===== src/hw/rtl/alc_pkg.sv =====
// ----------------------------------------------------------------------------
// alc_pkg
// Shared widths, breakpoint thresholds and segment coefficients for the
// ambient light lux calculation pipeline.
// ----------------------------------------------------------------------------
`default_nettype none

package alc_pkg;

    localparam int CountW   = 16;
    localparam int LuxW     = 16;
    localparam int CoefW    = 10;
    localparam int ThrW     = 11;
    localparam int RatioSh  = 10;
    localparam int GainSh   = 4;
    localparam int LuxSh    = 14;
    localparam int NumSegs  = 8;
    localparam int SegW     = $clog2(NumSegs);
    localparam int ProdW    = CountW + CoefW;
    localparam int ScaledW  = ProdW + GainSh;

    typedef logic [CountW-1:0] t_count;
    typedef logic [CoefW-1:0]  t_coef;
    typedef logic [ThrW-1:0]   t_thr;
    typedef logic [SegW-1:0]   t_seg;
    typedef logic [ProdW-1:0]  t_prod;
    typedef logic [LuxW-1:0]   t_lux;

    // 2*k+1 per breakpoint: ratio <= k  <=>  (ch1 << 10) < ch0 * (2k+1)
    function automatic t_thr seg_thr(input t_seg seg);
        t_thr thr;
        case (seg)
            3'd0:    thr = 11'd129;
            3'd1:    thr = 11'd257;
            3'd2:    thr = 11'd385;
            3'd3:    thr = 11'd513;
            3'd4:    thr = 11'd625;
            3'd5:    thr = 11'd821;
            3'd6:    thr = 11'd1333;
            default: thr = 11'd0;
        endcase
        return thr;
    endfunction

    function automatic t_coef seg_b(input t_seg seg);
        t_coef b;
        case (seg)
            3'd0:    b = 10'h1f2;
            3'd1:    b = 10'h214;
            3'd2:    b = 10'h23f;
            3'd3:    b = 10'h270;
            3'd4:    b = 10'h16f;
            3'd5:    b = 10'h0d2;
            3'd6:    b = 10'h018;
            default: b = 10'h000;
        endcase
        return b;
    endfunction

    function automatic t_coef seg_m(input t_seg seg);
        t_coef m;
        case (seg)
            3'd0:    m = 10'h1be;
            3'd1:    m = 10'h2d1;
            3'd2:    m = 10'h37b;
            3'd3:    m = 10'h3fe;
            3'd4:    m = 10'h1fc;
            3'd5:    m = 10'h0fb;
            3'd6:    m = 10'h012;
            default: m = 10'h000;
        endcase
        return m;
    endfunction

endpackage

`default_nettype wire


===== src/hw/rtl/alc_in_if.sv =====
// ----------------------------------------------------------------------------
// alc_in_if
// Input item channel: one pair of raw photodiode counts.
// ----------------------------------------------------------------------------
`default_nettype none

interface alc_in_if;
    logic                   valid;
    logic                   ready;
    logic [alc_pkg::CountW-1:0] broadband_count;
    logic [alc_pkg::CountW-1:0] infrared_count;

    modport source (output valid, output broadband_count, output infrared_count,
                    input ready);
    modport sink   (input valid, input broadband_count, input infrared_count,
                    output ready);
endinterface

`default_nettype wire


===== src/hw/rtl/alc_out_if.sv =====
// ----------------------------------------------------------------------------
// alc_out_if
// Result item channel: illuminance in whole lux.
// ----------------------------------------------------------------------------
`default_nettype none

interface alc_out_if;
    logic                     valid;
    logic                     ready;
    logic [alc_pkg::LuxW-1:0] lux;

    modport source (output valid, output lux, input ready);
    modport sink   (input valid, input lux, output ready);
endinterface

`default_nettype wire


===== src/hw/rtl/ambient_light_lux_calc_unit.sv =====
// ----------------------------------------------------------------------------
// ambient_light_lux_calc_unit
// Lux from channel 0 / channel 1 photodiode counts, T package, 402 ms
// integration, as a four stage pipeline.
//
//   channel   dir   handshake       payload
//   s_in      in    valid/ready     broadband_count[15:0], infrared_count[15:0]
//   m_out     out   valid/ready     lux[15:0]
//   cfg       in    i_cfg_we        i_cfg_wdata (gain_x16)
//
// One item per cycle while m_out is ready.
// Stages: input register, breakpoint compare, products, round/saturate.
// Each stage advances when it is empty or the next one moves, so bubbles
// collapse under output stall and nothing is dropped or repeated.
// Reset clears the stage valid bits and sets gain_x16 to 0.
// ----------------------------------------------------------------------------
`default_nettype none

module ambient_light_lux_calc_unit (
    input  wire logic i_clk,
    input  wire logic i_rst_n,
    input  wire logic i_cfg_we,
    input  wire logic i_cfg_wdata,
    alc_in_if.sink    s_in,
    alc_out_if.source m_out
);
    import alc_pkg::*;

    logic   r_gain_x16;
    logic   r_v1;
    logic   r_v2;
    logic   r_v3;
    logic   r_v4;
    logic   w_en1;
    logic   w_en2;
    logic   w_en3;
    logic   w_en4;
    t_count r_c0;
    t_count r_c1;
    logic   r_g1;
    t_count w_c0_2;
    t_count w_c1_2;
    logic   w_g2;
    t_seg   w_seg2;
    t_prod  w_pos3;
    t_prod  w_neg3;
    logic   w_g3;
    t_lux   w_lux4;

    assign w_en4 = !r_v4 || m_out.ready;
    assign w_en3 = !r_v3 || w_en4;
    assign w_en2 = !r_v2 || w_en3;
    assign w_en1 = !r_v1 || w_en2;

    always_ff @(posedge i_clk) begin
        if (!i_rst_n) begin
            r_gain_x16 <= 1'b0;
        end else if (i_cfg_we) begin
            r_gain_x16 <= i_cfg_wdata;
        end
    end

    always_ff @(posedge i_clk) begin
        if (!i_rst_n) begin
            r_v1 <= 1'b0;
            r_v2 <= 1'b0;
            r_v3 <= 1'b0;
            r_v4 <= 1'b0;
        end else begin
            if (w_en1) begin
                r_v1 <= s_in.valid;
            end
            if (w_en2) begin
                r_v2 <= r_v1;
            end
            if (w_en3) begin
                r_v3 <= r_v2;
            end
            if (w_en4) begin
                r_v4 <= r_v3;
            end
        end
    end

    always_ff @(posedge i_clk) begin
        if (w_en1) begin
            r_c0 <= s_in.broadband_count;
            r_c1 <= s_in.infrared_count;
            r_g1 <= r_gain_x16;
        end
    end

    alc_seg_sel u_seg_sel (
        .i_clk      (i_clk),
        .i_en       (w_en2),
        .i_c0       (r_c0),
        .i_c1       (r_c1),
        .i_gain_x16 (r_g1),
        .o_c0       (w_c0_2),
        .o_c1       (w_c1_2),
        .o_gain_x16 (w_g2),
        .o_seg      (w_seg2)
    );

    alc_mult u_mult (
        .i_clk      (i_clk),
        .i_en       (w_en3),
        .i_c0       (w_c0_2),
        .i_c1       (w_c1_2),
        .i_gain_x16 (w_g2),
        .i_seg      (w_seg2),
        .o_pos      (w_pos3),
        .o_neg      (w_neg3),
        .o_gain_x16 (w_g3)
    );

    alc_round u_round (
        .i_clk      (i_clk),
        .i_en       (w_en4),
        .i_pos      (w_pos3),
        .i_neg      (w_neg3),
        .i_gain_x16 (w_g3),
        .o_lux      (w_lux4)
    );

    assign s_in.ready  = w_en1;
    assign m_out.valid = r_v4;
    assign m_out.lux   = w_lux4;

    a_full_when_blocked: assert property (@(posedge i_clk) disable iff (!i_rst_n)
        !s_in.ready |-> (r_v1 && r_v2 && r_v3 && r_v4 && !m_out.ready))
        else $error("input blocked while pipeline has a free stage");

    a_accept_lands: assert property (@(posedge i_clk) disable iff (!i_rst_n)
        (s_in.valid && s_in.ready) |=> r_v1)
        else $error("accepted item missing from stage 1");

    a_stage2_holds: assert property (@(posedge i_clk) disable iff (!i_rst_n)
        (r_v2 && !w_en3) |=> (r_v2 && $stable(w_seg2) && $stable(w_c0_2)))
        else $error("stalled stage 2 item changed");

    a_stage3_moves: assert property (@(posedge i_clk) disable iff (!i_rst_n)
        (r_v3 && w_en4) |=> r_v4)
        else $error("stage 3 item lost on advance");

endmodule

`default_nettype wire


===== src/hw/rtl/alc_seg_sel.sv =====
// ----------------------------------------------------------------------------
// alc_seg_sel
// Pipeline stage 2: compares the count ratio against all breakpoints by
// cross multiplication and registers the selected segment.
// ----------------------------------------------------------------------------
`default_nettype none

module alc_seg_sel (
    input  wire logic           i_clk,
    input  wire logic           i_en,
    input  wire alc_pkg::t_count i_c0,
    input  wire alc_pkg::t_count i_c1,
    input  wire logic           i_gain_x16,
    output alc_pkg::t_count     o_c0,
    output alc_pkg::t_count     o_c1,
    output logic                o_gain_x16,
    output alc_pkg::t_seg       o_seg
);
    import alc_pkg::*;

    localparam int CmpW = CountW + ThrW;

    logic [NumSegs-2:0] w_le;
    logic [CmpW-1:0]    w_num;
    t_seg               n_seg;
    t_count             r_c0;
    t_count             r_c1;
    logic               r_gain_x16;
    t_seg               r_seg;

    assign w_num = {{(CmpW-CountW-RatioSh){1'b0}}, i_c1, {RatioSh{1'b0}}};

    always_comb begin
        for (int i = 0; i < NumSegs - 1; i++) begin
            w_le[i] = (i_c0 == '0) ||
                      (w_num < CmpW'(i_c0) * CmpW'(seg_thr(SegW'(i))));
        end
        n_seg = SegW'(NumSegs - 1);
        for (int i = NumSegs - 2; i >= 0; i--) begin
            if (w_le[i]) begin
                n_seg = SegW'(i);
            end
        end
    end

    always_ff @(posedge i_clk) begin
        if (i_en) begin
            r_c0       <= i_c0;
            r_c1       <= i_c1;
            r_gain_x16 <= i_gain_x16;
            r_seg      <= n_seg;
        end
    end

    assign o_c0       = r_c0;
    assign o_c1       = r_c1;
    assign o_gain_x16 = r_gain_x16;
    assign o_seg      = r_seg;

endmodule

`default_nettype wire


===== src/hw/rtl/alc_mult.sv =====
// ----------------------------------------------------------------------------
// alc_mult
// Pipeline stage 3: looks up slope and intercept and forms both products
// on the raw counts.
// ----------------------------------------------------------------------------
`default_nettype none

module alc_mult (
    input  wire logic            i_clk,
    input  wire logic            i_en,
    input  wire alc_pkg::t_count i_c0,
    input  wire alc_pkg::t_count i_c1,
    input  wire logic            i_gain_x16,
    input  wire alc_pkg::t_seg   i_seg,
    output alc_pkg::t_prod       o_pos,
    output alc_pkg::t_prod       o_neg,
    output logic                 o_gain_x16
);
    import alc_pkg::*;

    t_prod r_pos;
    t_prod r_neg;
    logic  r_gain_x16;

    always_ff @(posedge i_clk) begin
        if (i_en) begin
            r_pos      <= ProdW'(i_c0) * ProdW'(seg_b(i_seg));
            r_neg      <= ProdW'(i_c1) * ProdW'(seg_m(i_seg));
            r_gain_x16 <= i_gain_x16;
        end
    end

    assign o_pos      = r_pos;
    assign o_neg      = r_neg;
    assign o_gain_x16 = r_gain_x16;

endmodule

`default_nettype wire


===== src/hw/rtl/alc_round.sv =====
// ----------------------------------------------------------------------------
// alc_round
// Pipeline stage 4: applies gain scaling, clamps the difference at zero,
// rounds, saturates and registers the lux value.
// ----------------------------------------------------------------------------
`default_nettype none

module alc_round (
    input  wire logic           i_clk,
    input  wire logic           i_en,
    input  wire alc_pkg::t_prod i_pos,
    input  wire alc_pkg::t_prod i_neg,
    input  wire logic           i_gain_x16,
    output alc_pkg::t_lux       o_lux
);
    import alc_pkg::*;

    localparam int SumW = ScaledW + 1;
    localparam int QW   = SumW - LuxSh;

    logic [ScaledW-1:0] w_pos;
    logic [ScaledW-1:0] w_neg;
    logic [ScaledW-1:0] w_diff;
    logic [SumW-1:0]    w_sum;
    logic [QW-1:0]      w_q;
    t_lux               n_lux;
    t_lux               r_lux;

    always_comb begin
        w_pos  = i_gain_x16 ? ScaledW'(i_pos) : {i_pos, {GainSh{1'b0}}};
        w_neg  = i_gain_x16 ? ScaledW'(i_neg) : {i_neg, {GainSh{1'b0}}};
        w_diff = (w_pos > w_neg) ? (w_pos - w_neg) : '0;
        w_sum  = SumW'(w_diff) + (SumW'(1) << (LuxSh - 1));
        w_q    = w_sum[SumW-1:LuxSh];
        n_lux  = (w_q > QW'({LuxW{1'b1}})) ? {LuxW{1'b1}} : w_q[LuxW-1:0];
    end

    always_ff @(posedge i_clk) begin
        if (i_en) begin
            r_lux <= n_lux;
        end
    end

    assign o_lux = r_lux;

endmodule

`default_nettype wire


===== src/flat_wrapper.sv =====
// flat-port wrapper written by rule: the top's interface ports become plain ports
module ambient_light_lux_calc_unit_flat import alc_pkg::*;
  (i_clk, i_rst_n, i_cfg_we, i_cfg_wdata, s_in_valid, s_in_broadband_count, s_in_infrared_count, s_in_ready, m_out_valid, m_out_lux, m_out_ready);
  alc_in_if s_in_i ();
  alc_out_if m_out_i ();
  input  wire logic i_clk;
  input  wire logic i_rst_n;
  input  wire logic i_cfg_we;
  input  wire logic i_cfg_wdata;
  input wire logic [$bits(s_in_i.valid)-1:0] s_in_valid;
  input wire logic [$bits(s_in_i.broadband_count)-1:0] s_in_broadband_count;
  input wire logic [$bits(s_in_i.infrared_count)-1:0] s_in_infrared_count;
  output wire logic [$bits(s_in_i.ready)-1:0] s_in_ready;
  output wire logic [$bits(m_out_i.valid)-1:0] m_out_valid;
  output wire logic [$bits(m_out_i.lux)-1:0] m_out_lux;
  input wire logic [$bits(m_out_i.ready)-1:0] m_out_ready;
  assign s_in_i.valid = s_in_valid;
  assign s_in_i.broadband_count = s_in_broadband_count;
  assign s_in_i.infrared_count = s_in_infrared_count;
  assign s_in_ready = s_in_i.ready;
  assign m_out_valid = m_out_i.valid;
  assign m_out_lux = m_out_i.lux;
  assign m_out_i.ready = m_out_ready;
  ambient_light_lux_calc_unit u_core (.i_clk(i_clk), .i_rst_n(i_rst_n), .i_cfg_we(i_cfg_we), .i_cfg_wdata(i_cfg_wdata), .s_in(s_in_i), .m_out(m_out_i));
endmodule

===== config.mk =====
export PLATFORM = sky130hd
export DESIGN_NAME = ambient_light_lux_calc_unit_flat
export DESIGN_NICKNAME = d
export VERILOG_FILES = /design/src/hw/rtl/alc_pkg.sv /design/src/hw/rtl/alc_in_if.sv /design/src/hw/rtl/alc_out_if.sv /design/src/hw/rtl/ambient_light_lux_calc_unit.sv /design/src/hw/rtl/alc_seg_sel.sv /design/src/hw/rtl/alc_mult.sv /design/src/hw/rtl/alc_round.sv /design/src/flat_wrapper.sv
export SDC_FILE = /design/constraint.sdc
export NUM_CORES = 2
export LEC_CHECK = 0
export ABC_AREA = 1
export BUFFER_PORTS_ARGS = -buffer_cell sky130_fd_sc_hd__buf_2
export CAP_MARGIN = 10
export CORE_UTILIZATION = 46
export CTS_BUF_LIST = sky130_fd_sc_hd__clkbuf_8
export DETAILED_ROUTE_END_ITERATION = 8
export GPL_TIMING_DRIVEN = 0
export PLACE_DENSITY = 0.57
export SYNTH_ARGS = -nofsm -noshare
export SYNTH_HDL_FRONTEND = slang
export SYNTH_SLANG_ARGS = --single-unit

===== constraint.sdc =====
create_clock -name i_clk -period 14.1 [get_ports i_clk]
set_input_delay 1.41 -clock i_clk [delete_from_list [all_inputs] [get_ports i_clk]]
set_output_delay 1.41 -clock i_clk [all_outputs]
set_load 0.1 [all_outputs]

==> metrics.csv <==
stage;metric;value;unit
sta;Slew Limit Fails;0;
clocking;CTS Buffer Depth;2;
global_route;vias in the first global route;24480;
setup_path;Worst path max stage delay;1200;ps
logic_synthesis;Post-synth EDFFs;138;
sta;Slew @ Worst Pin;1281;ps
setup_path;CP arrival;9080;ps
setup_path;CP max stage cell;edfxtp_1;
cells_and_area;Final Util;0.4962;
logic_synthesis;Syn Inst Count;3636;
global_route;gr ovfl total;0;
logic_synthesis;Async S/R FF share, synth;0;
route;1st-pass router iterations;8;
placement;placed standard-cell area;32290;um^2
sta;Fin. Hold Viols;0;
global_route;first-pass GRT wire length;133600;um
die;num rows;94;
outcome;status;finished, violations left;
die;Die Ht;260.8;um
die;Die ar.;67990;um^2
setup_path;crit end category;flip-flop;
clocking;TritonCTS Buffers;17;
logic_synthesis;post-synth cell types;51;
clocking;TritonCTS clock tree;yes;
logic_synthesis;register area share after synthesis;0.1378;
sta;Worst slew margin;0.1459;
route;DRC errors left;8;
logic_synthesis;post-synthesis instance area;30800;um^2
clocking;CTS resizes;0;
flow_run;number of max-cap violations;0;
setup_path;Critical Setup Path Class;reg -> reg;
sta;RSZ-0062 raised after global routing;no;
global_route;Global Route Usage Sum;0.2558;
die;core area;65980;um^2
clocking;clk slew on worst S/H paths;90;ps
setup_path;most frequent cell on the critical path;inv_1;
sta;post-route minimum period;8748;ps
logic_synthesis;syn_nets;4649;
setup_path;Worst Setup Start Kind;flip-flop;
placement;routability congestion estimate;0.9119;
sta;fmax;114.3;MHz
placement;HPWL after detailed placement;68720;um
clocking;CTS sink cnt;143;
placement;IO buf count;55;
sta;final setup TNS;0;ps
die;die width;260.8;um
die;Initial Util;0.4668;
sta;PnR worst setup slack;5352;ps
outcome;violated checks;design-rule violations;
placement;Setup Slack @ Placement;5356;ps
route;first-iteration detailed-routing DRC count;1086;
clocking;Clock Tree Root;clkbuf_8;
logic_synthesis;flops & latches, synth;143;
cells_and_area;most frequent cells in the layout;inv_1 (731), ha_1 (620), nand2_1 (564), fa_1 (355), nor2_1 (309);
cells_and_area;NumNets Final;4730;
route;via count of the routed design;23900;
hold_path;HP Class;reg -> reg;
route;Avg Vias per Cell;5.202;
route;routed wire length;82820;um
setup_path;data required time of the worst path;14430;ps
logic_synthesis;synthesized area per cell;8.471;um^2
logic_synthesis;synthesis warning total;0;
cells_and_area;Final Instance Area;32740;um^2
logic_synthesis;dominant synthesized flop cell;edfxtp_1;
setup_path;CP max FO;16;
sta;setup violators final;0;
clocking;Post-CTS Setup Bufs;0;
clocking;H-tree lvl count;4;
cells_and_area;fraction of layout cells with a size suffix above 1;0.03619;
cells_and_area;commonest non-fill, non-tap cell in the layout;inv_1;
route;Routed Antenna Nets;0;
cells_and_area;Area growth syn-to-layout;6.293;%
clocking;Skew-Pair Late Insertion Delay;500;ps
global_route;largest net degree at the start of global routing;47;
sta;clock skew;21.33;ps
route;Avg WL per Cell;18.02;um
sta;Period Utilization, post-route;0.6204;
global_route;initial antenna violation count;1;
clocking;CTS hold repair buffers;0;
die;I/O pin count;56;
-- metal layers --
layer	wire (um)	GRT usage	vias up
met5	0	0	-
met4	2594	0.08106	0
met3	2426	0.02477	120
met2	41960	0.4612	444
met1	35840	0.3193	11420
li1	-	-	11920
-- cells by family after synthesis --
family / Yosys count / synth area share
and+or+nand+nor: 1088 / 0.1464
adders and majority gates: 975 / 0.4826
buffers and inverters: 772 / 0.09457
AOI/OAI and AO/OA: 475 / 0.08612
xor gates and xnor gates: 173 / 0.04920
DFF: 143 / 0.1378
muxes: 10 / 0.003250
-- sequential cells by signal (all words and copies together) (netlist names) --
register	count
u_core.r_g1	1
u_core.u_mult.o_neg	26
u_core.u_seg_sel.o_gain_x16	1
u_core.u_mult.o_gain_x16	1
u_core.u_seg_sel.o_c0	16
u_core.r_gain_x16	1
u_core.u_seg_sel.o_seg	3
u_core.r_v2	1
u_core.r_v1	1
u_core.u_round.o_lux	16
u_core.r_c0	16
u_core.u_mult.o_pos	26
u_core.r_c1	16
u_core.r_v3	1
u_core.m_out.valid	1
u_core.u_seg_sel.o_c1	16
-- synthesized netlist by cell type, types with 6 or more instances --
cell        n  share of area
inv_1     732          0.089
ha_1      620           0.25
nand2_1   565          0.069
fa_1      355           0.23
nor2_1    309          0.038
a21oi_1   232          0.038
edfxtp_1  138           0.13
o21ai_0   133          0.022
xor2_1    113          0.032
nand3_1   104          0.017
xnor2_1    60          0.017
nor3_1     30         0.0049
clkbuf_1   29         0.0035
nand4_1    28         0.0057
o21bai_1   18         0.0044
a21o_1     16         0.0039
a21boi_0   13         0.0032
a31oi_1    13         0.0026
mux2i_1    10         0.0033
nor2_2     10         0.0020
a211oi_1    9         0.0022
nor4_1      9         0.0018
o21a_1      8         0.0020
or2_2       7         0.0014
nand3b_1    6         0.0015
o211ai_1    6         0.0015
-- metrics by stage --
step,hold WS [ps],instances
5_1_grt,451.1,4595
2_1_floorplan,400.3,3636
3_3_place_gp,415.0,4555
3_5_place_dp,422.7,4561
6_report,432.2,4595
4_1_cts,438.9,4593
-- worst paths after layout --
kind                      from                         to  slack (ps)  depth (start not counted)
min reg2reg  u_core.r_gain_x16                u_core.r_g1         430                          0
max            u_core.r_c0[10]  u_core.u_seg_sel.o_seg[0]        5350                         30
max reg2reg    u_core.r_c0[10]  u_core.u_seg_sel.o_seg[0]        5350                         30
min          u_core.r_gain_x16                u_core.r_g1         430                          0
-- critical path, delay by kind of cell, from the launching register on --
family          cells  cell delay [ps]
fa+ha+maj           7             3410
compound gates      9             2200
flops               1             1200
buf+inv             6             1080
simple gates        7              530
xor+xnor            1              150
-- layout make-up --
| class | count | area, um^2 |
|---|---|---|
| Fill cell | 6545 | 33240 |
| Clock buffer | 19 | 261.5 |
| Buffer | 35 | 146.4 |
| Clock inverter | 13 | 153.9 |
| Sequential cell | 143 | 4244 |
| Antenna cell | 1 | 2.502 |
| Timing Repair Buffer | 62 | 436.7 |
| Tap cell | 864 | 1081 |
| Multi-Input combinational cell | 2721 | 23650 |
| Inverter | 737 | 2766 |
Power is left out: the tool's default activity adds up to more than one toggle a clock period on the data nets, which glitch-free logic cannot reach.
